==> config.mk <==
export PLATFORM = sky130hd
export DESIGN_NAME = ascii_frame_receiver_parser_unit
export DESIGN_NICKNAME = d
export VERILOG_FILES = /design/src/rtl/afrp_pkg.sv /design/src/rtl/afrp_ram.sv /design/src/rtl/afrp_front.sv /design/src/rtl/afrp_fifo.sv /design/src/rtl/afrp_back.sv /design/src/rtl/ascii_frame_receiver_parser_unit.sv
export VERILOG_INCLUDE_DIRS = /design/src /design/src/rtl
export SDC_FILE = /design/constraint.sdc
export NUM_CORES = 1
export LEC_CHECK = 0
export BUFFER_PORTS_ARGS = -buffer_cell sky130_fd_sc_hd__buf_2
export CAP_MARGIN = 20
export CORE_MARGIN = 2
export CORE_UTILIZATION = 45
export CTS_CLUSTER_DIAMETER = 80
export DETAILED_ROUTE_END_ITERATION = 16
export PLACE_DENSITY = 0.59
export SYNTH_ARGS = -nofsm -noshare
export SYNTH_HDL_FRONTEND = slang
export SYNTH_SLANG_ARGS = --single-unit
export TNS_END_PERCENT = 100
==> constraint.sdc <==
create_clock -name clk_i -period 4.8 [get_ports clk_i]
set_input_delay 0.72 -clock clk_i [delete_from_list [all_inputs] [get_ports clk_i]]
set_output_delay 0.72 -clock clk_i [all_outputs]
set_load 0.02 [all_outputs]
==> src/rtl/assert_macros.svh <==
// Assertion macros shared by the frame parser RTL.
// Define NO_ASSERTIONS to compile every check away.
`ifndef ASSERT_MACROS_SVH
`define ASSERT_MACROS_SVH
`ifndef NO_ASSERTIONS
// Property must hold at every clock edge outside reset.
`define AFRP_ASSERT(lbl, clk, rst_n, prop, msg) \
  lbl: assert property (@(posedge clk) disable iff (!rst_n) prop) \
    else $error(msg);
// Condition must never be seen at a clock edge outside reset.
`define AFRP_ASSERT_NEVER(lbl, clk, rst_n, cond, msg) \
  lbl: assert property (@(posedge clk) disable iff (!rst_n) !(cond)) \
    else $error(msg);
`else
`define AFRP_ASSERT(lbl, clk, rst_n, prop, msg)
`define AFRP_ASSERT_NEVER(lbl, clk, rst_n, cond, msg)
`endif
`endif

==> src/rtl/afrp_pkg.sv <==
// Shared types and constants of the ASCII frame receiver/parser.
// No dependencies; used by every module of the block but afrp_ram.
`timescale 1ns / 1ps
package afrp_pkg;

  // Longest frame, head byte included
  localparam int BUF_LEN = 32;
  localparam int CNT_W   = $clog2(BUF_LEN + 1);
  localparam int ADDR_W  = $clog2(BUF_LEN);
  // Two message banks, one per queued frame
  localparam int RAM_AW    = ADDR_W + 1;
  localparam int RAM_DEPTH = 2 * (1 << ADDR_W);

  localparam logic [7:0] HEAD_RST  = 8'd36;
  localparam logic [7:0] TAIL_RST  = 8'd35;
  localparam logic [7:0] FUNC_RST  = 8'd12;

  localparam logic [7:0] CHAR_COMMA = 8'h2C;
  localparam logic [7:0] CHAR_MINUS = 8'h2D;
  localparam logic [7:0] CHAR_PLUS  = 8'h2B;
  localparam logic [7:0] CHAR_ZERO  = 8'h30;
  localparam logic [7:0] CHAR_SPACE = 8'h20;

  localparam logic [1:0] REG_HEAD = 2'd0;
  localparam logic [1:0] REG_TAIL = 2'd1;
  localparam logic [1:0] REG_FUNC = 2'd2;

  typedef enum logic [1:0] {
    STAT_OK      = 2'd0,
    STAT_LEN_ERR = 2'd1,
    STAT_ID_ERR  = 2'd2
  } status_e;

  typedef struct packed {
    logic [7:0] head_byte;
    logic [7:0] tail_byte;
    logic [7:0] function_id;
  } cfg_t;

  // One finished frame handed from front to back
  typedef struct packed {
    status_e          status;
    logic [CNT_W-1:0] len;
    logic             bank;
  } desc_t;

endpackage

==> src/rtl/afrp_ram.sv <==
// Generic single-write, single-read RAM with registered read data.
// No dependencies.
`timescale 1ns / 1ps
module afrp_ram #(
  parameter int WIDTH = 8,
  parameter int DEPTH = 64
) (
  input  logic                     clk_i,
  input  logic                     we_i,
  input  logic [$clog2(DEPTH)-1:0] waddr_i,
  input  logic [WIDTH-1:0]         wdata_i,
  input  logic                     re_i,
  input  logic [$clog2(DEPTH)-1:0] raddr_i,
  output logic [WIDTH-1:0]         rdata_o
);

  logic [WIDTH-1:0] mem_q [DEPTH];

  always_ff @(posedge clk_i) begin
    if (we_i) begin
      mem_q[waddr_i] <= wdata_i;
    end
    if (re_i) begin
      rdata_o <= mem_q[raddr_i];
    end
  end

endmodule

==> src/rtl/afrp_front.sv <==
// Front end: frame detection, field parsing and message capture.
// Depends on afrp_pkg; writes message bytes into the bank RAM.
`timescale 1ns / 1ps
module afrp_front (
  input  logic                      clk_i,
  input  logic                      rst_ni,
  input  afrp_pkg::cfg_t            cfg_i,
  input  logic                      in_valid_i,
  output logic                      in_ready_o,
  input  logic [7:0]                rx_byte_i,
  input  logic                      q_full_i,
  output logic                      push_o,
  output afrp_pkg::desc_t           desc_o,
  output logic                      ram_we_o,
  output logic [afrp_pkg::RAM_AW-1:0] ram_waddr_o,
  output logic [7:0]                ram_wdata_o
);
  import afrp_pkg::*;

  localparam logic [1:0] PH_SKIP  = 2'd0;
  localparam logic [1:0] PH_SIGN  = 2'd1;
  localparam logic [1:0] PH_DIGIT = 2'd2;
  localparam logic [1:0] PH_DONE  = 2'd3;

  logic             in_frame_q, in_frame_d;
  logic             bank_q, bank_d;
  logic [CNT_W-1:0] cnt_q, cnt_d;
  logic [1:0]       cc_q, cc_d;
  logic [7:0]       len_q, len_d;
  logic [7:0]       id_q, id_d;
  logic [1:0]       phase_q, phase_d;
  logic             neg_q, neg_d;
  logic [CNT_W-1:0] mlen_q, mlen_d;
  logic             closed_q, closed_d;

  logic             accept;
  logic [CNT_W-1:0] cnt_nxt;
  logic             is_digit, is_space, is_sign;
  logic [7:0]       acc_sel, acc_next, len_fin, id_fin;

  assign in_ready_o = !q_full_i;
  assign accept     = in_valid_i && in_ready_o;
  assign cnt_nxt    = cnt_q + CNT_W'(1);

  assign is_digit = rx_byte_i inside {[8'h30:8'h39]};
  assign is_space = (rx_byte_i == CHAR_SPACE) || (rx_byte_i inside {[8'h09:8'h0D]});
  assign is_sign  = (rx_byte_i == CHAR_MINUS) || (rx_byte_i == CHAR_PLUS);

  // acc * 10 + digit, modulo 256
  assign acc_sel  = (cc_q == 2'd0) ? len_q : id_q;
  assign acc_next = 8'((acc_sel << 3) + (acc_sel << 1) + (rx_byte_i - CHAR_ZERO));

  // Apply a pending sign to the field in progress
  assign len_fin = (cc_q == 2'd0 && neg_q) ? 8'(8'd0 - len_q) : len_q;
  assign id_fin  = (cc_q == 2'd1 && neg_q) ? 8'(8'd0 - id_q) : id_q;

  always_comb begin
    if (8'(cnt_nxt) != len_fin) begin
      desc_o.status = STAT_LEN_ERR;
    end else if (id_fin != cfg_i.function_id) begin
      desc_o.status = STAT_ID_ERR;
    end else begin
      desc_o.status = STAT_OK;
    end
    desc_o.len  = mlen_q;
    desc_o.bank = bank_q;
  end

  assign ram_waddr_o = {bank_q, mlen_q[ADDR_W-1:0]};
  assign ram_wdata_o = rx_byte_i;

  always_comb begin
    in_frame_d = in_frame_q;
    bank_d     = bank_q;
    cnt_d      = cnt_q;
    cc_d       = cc_q;
    len_d      = len_q;
    id_d       = id_q;
    phase_d    = phase_q;
    neg_d      = neg_q;
    mlen_d     = mlen_q;
    closed_d   = closed_q;
    push_o     = 1'b0;
    ram_we_o   = 1'b0;
    if (accept) begin
      if (!in_frame_q) begin
        if (rx_byte_i == cfg_i.head_byte) begin
          in_frame_d = 1'b1;
          cnt_d      = CNT_W'(1);
          cc_d       = 2'd0;
          len_d      = 8'd0;
          id_d       = 8'd0;
          phase_d    = PH_SKIP;
          neg_d      = 1'b0;
          mlen_d     = '0;
          closed_d   = 1'b0;
        end
      end else if (rx_byte_i == cfg_i.tail_byte) begin
        // Close the frame and hand it to the back end
        in_frame_d = 1'b0;
        cnt_d      = '0;
        push_o     = 1'b1;
        bank_d     = !bank_q;
      end else begin
        cnt_d = cnt_nxt;
        if (rx_byte_i == CHAR_COMMA) begin
          if (cc_q < 2'd2) begin
            len_d   = len_fin;
            id_d    = id_fin;
            phase_d = PH_SKIP;
            neg_d   = 1'b0;
          end else begin
            closed_d = 1'b1;
          end
          if (cc_q != 2'd3) begin
            cc_d = cc_q + 2'd1;
          end
        end else if (cc_q < 2'd2) begin
          if (phase_q != PH_DONE) begin
            if (is_digit) begin
              if (cc_q == 2'd0) begin
                len_d = acc_next;
              end else begin
                id_d = acc_next;
              end
              phase_d = PH_DIGIT;
            end else if (phase_q == PH_SKIP && is_space) begin
              phase_d = PH_SKIP;
            end else if (phase_q == PH_SKIP && is_sign) begin
              neg_d   = (rx_byte_i == CHAR_MINUS);
              phase_d = PH_SIGN;
            end else begin
              phase_d = PH_DONE;
            end
          end
        end else if (cc_q == 2'd2 && !closed_q && mlen_q < CNT_W'(BUF_LEN)) begin
          ram_we_o = 1'b1;
          mlen_d   = mlen_q + CNT_W'(1);
        end
        // Drop an overlong frame without a result
        if (cnt_nxt >= CNT_W'(BUF_LEN)) begin
          in_frame_d = 1'b0;
          cnt_d      = '0;
        end
      end
    end
  end

  always_ff @(posedge clk_i or negedge rst_ni) begin
    if (!rst_ni) begin
      in_frame_q <= 1'b0;
      bank_q     <= 1'b0;
      cnt_q      <= '0;
      cc_q       <= 2'd0;
      len_q      <= 8'd0;
      id_q       <= 8'd0;
      phase_q    <= PH_SKIP;
      neg_q      <= 1'b0;
      mlen_q     <= '0;
      closed_q   <= 1'b0;
    end else begin
      in_frame_q <= in_frame_d;
      bank_q     <= bank_d;
      cnt_q      <= cnt_d;
      cc_q       <= cc_d;
      len_q      <= len_d;
      id_q       <= id_d;
      phase_q    <= phase_d;
      neg_q      <= neg_d;
      mlen_q     <= mlen_d;
      closed_q   <= closed_d;
    end
  end

endmodule

==> src/rtl/afrp_fifo.sv <==
// Two-entry queue of finished-frame descriptors between front and back.
// Depends on afrp_pkg.
`timescale 1ns / 1ps
module afrp_fifo (
  input  logic            clk_i,
  input  logic            rst_ni,
  input  logic            push_i,
  input  afrp_pkg::desc_t desc_i,
  input  logic            pop_i,
  output afrp_pkg::desc_t desc_o,
  output logic            full_o,
  output logic            empty_o
);
  import afrp_pkg::*;

  desc_t      entry_q [2];
  logic       wr_ptr_q, rd_ptr_q;
  logic [1:0] count_q;

  assign full_o  = (count_q == 2'd2);
  assign empty_o = (count_q == 2'd0);
  assign desc_o  = entry_q[rd_ptr_q];

  always_ff @(posedge clk_i) begin
    if (push_i) begin
      entry_q[wr_ptr_q] <= desc_i;
    end
  end

  always_ff @(posedge clk_i or negedge rst_ni) begin
    if (!rst_ni) begin
      wr_ptr_q <= 1'b0;
      rd_ptr_q <= 1'b0;
      count_q  <= 2'd0;
    end else begin
      if (push_i) begin
        wr_ptr_q <= !wr_ptr_q;
      end
      if (pop_i) begin
        rd_ptr_q <= !rd_ptr_q;
      end
      count_q <= count_q + 2'(push_i) - 2'(pop_i);
    end
  end

endmodule

==> src/rtl/afrp_back.sv <==
// Back end: drains one queued frame as a status result or message bytes.
// Depends on afrp_pkg; reads the bank RAM one byte per request.
`timescale 1ns / 1ps
module afrp_back (
  input  logic                        clk_i,
  input  logic                        rst_ni,
  input  logic                        q_empty_i,
  input  afrp_pkg::desc_t             desc_i,
  output logic                        pop_o,
  output logic                        ram_re_o,
  output logic [afrp_pkg::RAM_AW-1:0] ram_raddr_o,
  input  logic [7:0]                  ram_rdata_i,
  output logic                        out_valid_o,
  input  logic                        out_ready_i,
  output logic [1:0]                  status_o,
  output logic [7:0]                  msg_byte_o,
  output logic                        has_byte_o,
  output logic                        last_o
);
  import afrp_pkg::*;

  localparam logic [1:0] S_IDLE = 2'd0;
  localparam logic [1:0] S_READ = 2'd1;
  localparam logic [1:0] S_SEND = 2'd2;

  logic [1:0]        state_q, state_d;
  logic [ADDR_W-1:0] idx_q, idx_d;
  logic              valid_q, valid_d;
  status_e           status_q, status_d;
  logic [7:0]        byte_q, byte_d;
  logic              has_q, has_d;
  logic              last_q, last_d;
  logic [ADDR_W-1:0] idx_inc;

  assign idx_inc = idx_q + ADDR_W'(1);

  always_comb begin
    state_d     = state_q;
    idx_d       = idx_q;
    valid_d     = valid_q;
    status_d    = status_q;
    byte_d      = byte_q;
    has_d       = has_q;
    last_d      = last_q;
    pop_o       = 1'b0;
    ram_re_o    = 1'b0;
    ram_raddr_o = {desc_i.bank, idx_q};
    case (state_q)
      S_IDLE: begin
        if (!q_empty_i) begin
          if (desc_i.status != STAT_OK || desc_i.len == '0) begin
            // Single result: error or empty message
            valid_d  = 1'b1;
            status_d = desc_i.status;
            byte_d   = 8'd0;
            has_d    = 1'b0;
            last_d   = 1'b1;
            state_d  = S_SEND;
          end else begin
            idx_d       = '0;
            ram_re_o    = 1'b1;
            ram_raddr_o = {desc_i.bank, {ADDR_W{1'b0}}};
            state_d     = S_READ;
          end
        end
      end
      S_READ: begin
        valid_d  = 1'b1;
        status_d = STAT_OK;
        byte_d   = ram_rdata_i;
        has_d    = 1'b1;
        last_d   = (CNT_W'(idx_q) + CNT_W'(1) == desc_i.len);
        state_d  = S_SEND;
      end
      S_SEND: begin
        if (out_ready_i) begin
          valid_d = 1'b0;
          if (last_q) begin
            pop_o   = 1'b1;
            state_d = S_IDLE;
          end else begin
            idx_d       = idx_inc;
            ram_re_o    = 1'b1;
            ram_raddr_o = {desc_i.bank, idx_inc};
            state_d     = S_READ;
          end
        end
      end
      default: begin
        state_d = S_IDLE;
        valid_d = 1'b0;
      end
    endcase
  end

  always_ff @(posedge clk_i or negedge rst_ni) begin
    if (!rst_ni) begin
      state_q <= S_IDLE;
      idx_q   <= '0;
      valid_q <= 1'b0;
    end else begin
      state_q <= state_d;
      idx_q   <= idx_d;
      valid_q <= valid_d;
    end
  end

  always_ff @(posedge clk_i) begin
    status_q <= status_d;
    byte_q   <= byte_d;
    has_q    <= has_d;
    last_q   <= last_d;
  end

  assign out_valid_o = valid_q;
  assign status_o    = status_q;
  assign msg_byte_o  = byte_q;
  assign has_byte_o  = has_q;
  assign last_o      = last_q;

endmodule

==> src/rtl/ascii_frame_receiver_parser_unit.sv <==
// Top level of the delimited ASCII command frame parser: APB registers,
// front end, descriptor queue, back end and bank RAM. Depends on afrp_pkg.
//
//   port group   dir  handshake              payload
//   in           in   in_valid_i/in_ready_o  rx_byte_i
//   out          out  out_valid_o/out_ready_i status_o msg_byte_o has_byte_o last_o
//   apb          in   psel_i/penable_i/pready_o  paddr_i pwrite_i pwdata_i prdata_o
//
// The front end takes one byte per cycle while in_ready_o is high; a frame's
// results start once the back end takes the descriptor queued at its tail byte.
// Message bytes leave through the registered RAM read: each is read in S_READ and
// held in S_SEND until taken; an error or empty-message result needs no read.
// The RAM holds two message banks; in_ready_o drops while both hold frames
// not yet delivered. Reset needs no clearing pass.
`timescale 1ns / 1ps
`include "assert_macros.svh"
module ascii_frame_receiver_parser_unit (
  input  logic        clk_i,
  input  logic        rst_ni,
  input  logic        in_valid_i,
  output logic        in_ready_o,
  input  logic [7:0]  rx_byte_i,
  output logic        out_valid_o,
  input  logic        out_ready_i,
  output logic [1:0]  status_o,
  output logic [7:0]  msg_byte_o,
  output logic        has_byte_o,
  output logic        last_o,
  input  logic        psel_i,
  input  logic        penable_i,
  input  logic        pwrite_i,
  input  logic [3:0]  paddr_i,
  input  logic [31:0] pwdata_i,
  output logic [31:0] prdata_o,
  output logic        pready_o
);
  import afrp_pkg::*;

  cfg_t              cfg_q;
  logic              cfg_we;
  logic [1:0]        reg_idx;

  logic              q_push, q_pop, q_full, q_empty;
  desc_t             push_desc, head_desc;
  logic              ram_we, ram_re;
  logic [RAM_AW-1:0] ram_waddr, ram_raddr;
  logic [7:0]        ram_wdata, ram_rdata;

  assign pready_o = 1'b1;
  assign cfg_we   = psel_i && penable_i && pwrite_i && pready_o;
  assign reg_idx  = paddr_i[3:2];

  always_ff @(posedge clk_i or negedge rst_ni) begin
    if (!rst_ni) begin
      cfg_q.head_byte   <= HEAD_RST;
      cfg_q.tail_byte   <= TAIL_RST;
      cfg_q.function_id <= FUNC_RST;
    end else if (cfg_we) begin
      case (reg_idx)
        REG_HEAD: cfg_q.head_byte   <= pwdata_i[7:0];
        REG_TAIL: cfg_q.tail_byte   <= pwdata_i[7:0];
        REG_FUNC: cfg_q.function_id <= pwdata_i[7:0];
        default: ;
      endcase
    end
  end

  always_comb begin
    case (reg_idx)
      REG_HEAD: prdata_o = {24'd0, cfg_q.head_byte};
      REG_TAIL: prdata_o = {24'd0, cfg_q.tail_byte};
      REG_FUNC: prdata_o = {24'd0, cfg_q.function_id};
      default:  prdata_o = 32'd0;
    endcase
  end

  afrp_front u_front (
    .clk_i       (clk_i),
    .rst_ni      (rst_ni),
    .cfg_i       (cfg_q),
    .in_valid_i  (in_valid_i),
    .in_ready_o  (in_ready_o),
    .rx_byte_i   (rx_byte_i),
    .q_full_i    (q_full),
    .push_o      (q_push),
    .desc_o      (push_desc),
    .ram_we_o    (ram_we),
    .ram_waddr_o (ram_waddr),
    .ram_wdata_o (ram_wdata)
  );

  afrp_fifo u_fifo (
    .clk_i   (clk_i),
    .rst_ni  (rst_ni),
    .push_i  (q_push),
    .desc_i  (push_desc),
    .pop_i   (q_pop),
    .desc_o  (head_desc),
    .full_o  (q_full),
    .empty_o (q_empty)
  );

  afrp_ram #(
    .WIDTH (8),
    .DEPTH (RAM_DEPTH)
  ) u_ram (
    .clk_i   (clk_i),
    .we_i    (ram_we),
    .waddr_i (ram_waddr),
    .wdata_i (ram_wdata),
    .re_i    (ram_re),
    .raddr_i (ram_raddr),
    .rdata_o (ram_rdata)
  );

  afrp_back u_back (
    .clk_i       (clk_i),
    .rst_ni      (rst_ni),
    .q_empty_i   (q_empty),
    .desc_i      (head_desc),
    .pop_o       (q_pop),
    .ram_re_o    (ram_re),
    .ram_raddr_o (ram_raddr),
    .ram_rdata_i (ram_rdata),
    .out_valid_o (out_valid_o),
    .out_ready_i (out_ready_i),
    .status_o    (status_o),
    .msg_byte_o  (msg_byte_o),
    .has_byte_o  (has_byte_o),
    .last_o      (last_o)
  );

  `AFRP_ASSERT_NEVER(a_queue_no_overflow, clk_i, rst_ni, q_push && q_full, "frame pushed into full queue")
  `AFRP_ASSERT_NEVER(a_queue_no_underflow, clk_i, rst_ni, q_pop && q_empty, "pop from empty queue")
  `AFRP_ASSERT(a_error_shape, clk_i, rst_ni, (out_valid_o && status_o != STAT_OK) |-> (!has_byte_o && last_o), "error result not single")

endmodule

==> flow_summary.json <==
{
  "synth_compound_gate_area_share_pct": 5.84,
  "vias": 17200,
  "yosys_warnings": 0,
  "grt_pass1_wl_mm": 105,
  "design.core.area_mm2": 0.0589,
  "fp.dieH_um": 248,
  "clkTransAtPathRegs_ps": 50,
  "synth_xor_area_share_pct": 2.38,
  "synth_area_leader_cell": "edfxtp_1",
  "crit_type": "flip-flop to flip-flop",
  "drtPass1Iterations": 5,
  "finalMaxSlewViolations": 0,
  "finalSetupTns_ps": 0,
  "area_growth_pct": 11.7,
  "antenna_left": 0,
  "ioPinCount": 98,
  "grt_max_degree": 163,
  "p_per_area_mw_per_mm2": 520,
  "cts.sinks": 622,
  "diodes": 0,
  "synthMuxAreaShare_pct": 3.71,
  "synth-seq-cells": 622,
  "synth_top_family_by_area": "simple AND/OR/NAND/NOR gates",
  "p_leak_nw": 10.6,
  "whs_ps": 267,
  "ir_worst_vdd_mv": 0.348,
  "async_reset_ff_share_pct": 11.6,
  "hold_path.class": "input pin to asynchronous set/reset pin",
  "utilization_pct": 50.8,
  "numCtsBuffers": 67,
  "finalCriticalPeriod_ps": 3960,
  "clk_latency_ps": 610,
  "fin_area_mm2": 0.0299,
  "finClkSkew_ps": 32.9,
  "clockBufferDepth": 3,
  "fmax_ghz": 0.253,
  "max_slew_margin_pct": 33.2,
  "wirelength_mm": 70.7,
  "syn_inst": 2136,
  "antenna_found_initial": 4,
  "setup_viol": 0,
  "netlist_area_mm2": 0.0268,
  "fill_cells": 5055,
  "cts-root-buf": "clkbuf_16",
  "fin_cells": 3005,
  "die-area_mm2": 0.0615,
  "synthFlopType": "edfxtp_1",
  "power_frac_comb_pct": 25.8,
  "die_w_um": 248,
  "synth.avg_cell_area_um2": 12.5,
  "ctsResizeCount": 0,
  "yosysSeqAreaShare_pct": 68.4,
  "finalWorstSetupSlack_ps": 841,
  "switching_share_pct": 32.9,
  "status": "completed",
  "viasPerCell": 5.74,
  "route.detailed.wl_per_inst_um": 23.5,
  "dp_slack_ps": 888,
  "required_ps": 5290,
  "holdBufCountCts": 0,
  "tightest_slew_ps": 1000,
  "cp_max_fo": 14,
  "crit_path_end_kind": "flip-flop",
  "cts_setup_buffers": 0,
  "initial_core_util_pct": 45.5,
  "grt_setup_unrepaired": "false",
  "grt_use_total_pct": 23.3,
  "p_total_mw": 15.6,
  "cts_tree": "done",
  "clkPwrFrac_pct": 32.3,
  "synthTopCellsByArea": "edfxtp_1 (62%), nand2_1 (7.0%), dfrtp_1 (6.1%)",
  "drv_cap": 0,
  "post-route-period-util_pct": 82.5,
  "portBuffers": 46,
  "hold_viol_final": 0,
  "rows": 89,
  "post-dp-hpwl_mm": 43.3,
  "arrival_ps": 4450,
  "p_seq_share_pct": 41.9,
  "grt_pass1_vias": 16600,
  "synth_edf_count": 550,
  "gp_congestion": 0.862,
  "synthAdderAreaFrac_pct": 1.35,
  "drive_above_1_share_pct": 11.2,
  "placedCellCount": 2887,
  "drt_first_iter_violations": 1646,
  "ys_types": 73,
  "p_int_mw": 10.4,
  "num-nets-final": 2262,
  "drcViolationCount": 0,
  "placement.cell_area_mm2": 0.0278,
  "gr-total-overflow": 0,
  "htree_levels": 3,
  "switchingPower_mw": 5.12,
  "synth_simple_gate_area_share_pct": 15.1,
  "start_kind": "flip-flop",
  "synth_top_area_share_pct": 61.7
}
[area by class of cell]
| class | instances | area, um2 | area share, % |
|---|---|---|---|
| Sequential cell | 622 | 18300 | 61.2 |
| Multi-Input combinational cell | 1366 | 7730 | 25.8 |
| Clock buffer | 89 | 1840 | 6.15 |
| Tap cell | 773 | 967 | 3.23 |
| Timing Repair Buffer | 97 | 678 | 2.27 |
| Clock inverter | 28 | 263 | 0.878 |
| Inverter | 30 | 113 | 0.376 |
[Yosys cell counts (3+ instances only)]
master and count:
or2_2 4, inv_1 29, o21ai_1 3, a32oi_1 20, o211ai_1 8, nor2_1 112, a311oi_1 8, a22o_1 12
o21ai_0 49, dfrtp_1 65, nor3_1 17, xor2_1 30, a21o_1 11, a21oi_1 26, or3b_2 3, and2_1 12
buf_2 51, nand3b_1 3, a211oi_1 5, o22ai_1 6, xnor2_1 39, nor3b_1 3, o221ai_1 7, buf_1 10
buf_4 34, nor4_1 9, nor2b_1 7, or3_1 3, clkbuf_1 44, mux2_2 30, nand3_1 177, fa_1 3
edfxtp_1 550, nand2_1 497, dfstp_2 7, nand4_1 62, and3_1 7, a31oi_1 47, ha_1 24, mux2i_1 61
[sequential cells by signal, summed over array words and instances, names as in the netlist, 2 cells and up]
signal	cells
cfg_q	24
u_back.idx_q	5
u_back.msg_byte_o	8
u_back.state_q	2
u_back.status_o	2
u_fifo.count_q	2
u_fifo.entry_q	18
u_front.cc_q	2
u_front.cnt_q	6
u_front.id_q	8
u_front.len_q	8
u_front.mlen_q	6
u_front.phase_q	2
u_ram.mem_q	512
u_ram.rdata_o	8
[critical path, cell delays in order, from the launching register on]
cell	delay [ps]
dfrtp_1	440
inv_1	140
ha_1	530
o21ai_0	270
ha_1	350
xnor2_1	140
ha_1	280
ha_1	170
inv_1	70
fa_1	450
inv_1	70
a21o_1	110
a21oi_1	70
xor2_1	160
o21ai_0	330
a211oi_1	80
a21o_1	180
[worst paths after layout]
check,from,depth (start not counted),end,slack [ps]
worst min-delay path,rst_ni,1,u_front.cnt_q[3]$_DFFE_PN0P_,270
min in group clk_i,pwdata_i[6],2,cfg_q[6]$_DFFE_PN0P_,380
worst min register to register,u_back.out_valid_o$_DFFE_PN0P_,1,u_back.out_valid_o$_DFFE_PN0P_,490
worst max-delay path,u_front.cc_q[1]$_DFFE_PN0P_,16,u_front.id_q[7]$_DFFE_PN0P_,840
max in group asynchronous,rst_ni,1,cfg_q[16]$_DFFE_PN0P_,3920
worst max register to register,u_front.cc_q[1]$_DFFE_PN0P_,16,u_front.id_q[7]$_DFFE_PN0P_,840
[cells in the final DEF, fill, tap and decap left out, types with 49 or more instances in the layout]
cell,count
edfxtp_1,550
nand2_1,496
nand3_1,177
nor2_1,111
clkbuf_16,69
dfrtp_1,65
nand4_1,62
mux2i_1,61
o21ai_0,49
[power by group through the flow]
stage               registers (mW)  logic [mW]  clock network [mW]
floorplan                     6.54        2.71                   0
global placement              6.60        3.95                   0
detailed placement            6.62        4.00                   0
CTS                           6.51        4.02                5.09
global route                  6.55        4.38                5.29
finish                        6.51        4.01                5.03
[logic make-up (layout without fill, tap and decap cells)]
logic type                 Yosys count  after routing
adders and majority gates           27             27
buffers and inverters              171            244
DFF                                622            622
muxes                               93             93
and+or+nand+nor                    924            924
xor gates and xnor gates            71             71
AOI/OAI and AO/OA                  226            226
other                                2             25
[routing by layer]
layer	global-route usage (%)	part of all wire (%)	up-vias
li1	-	-	7848
met1	31.8	42	8605
met3	4.81	7.4	162
met4	8.93	3.6	2
met5	0	0.018	-
met2	36.7	47	624
(Power assumes the default switching activity.)
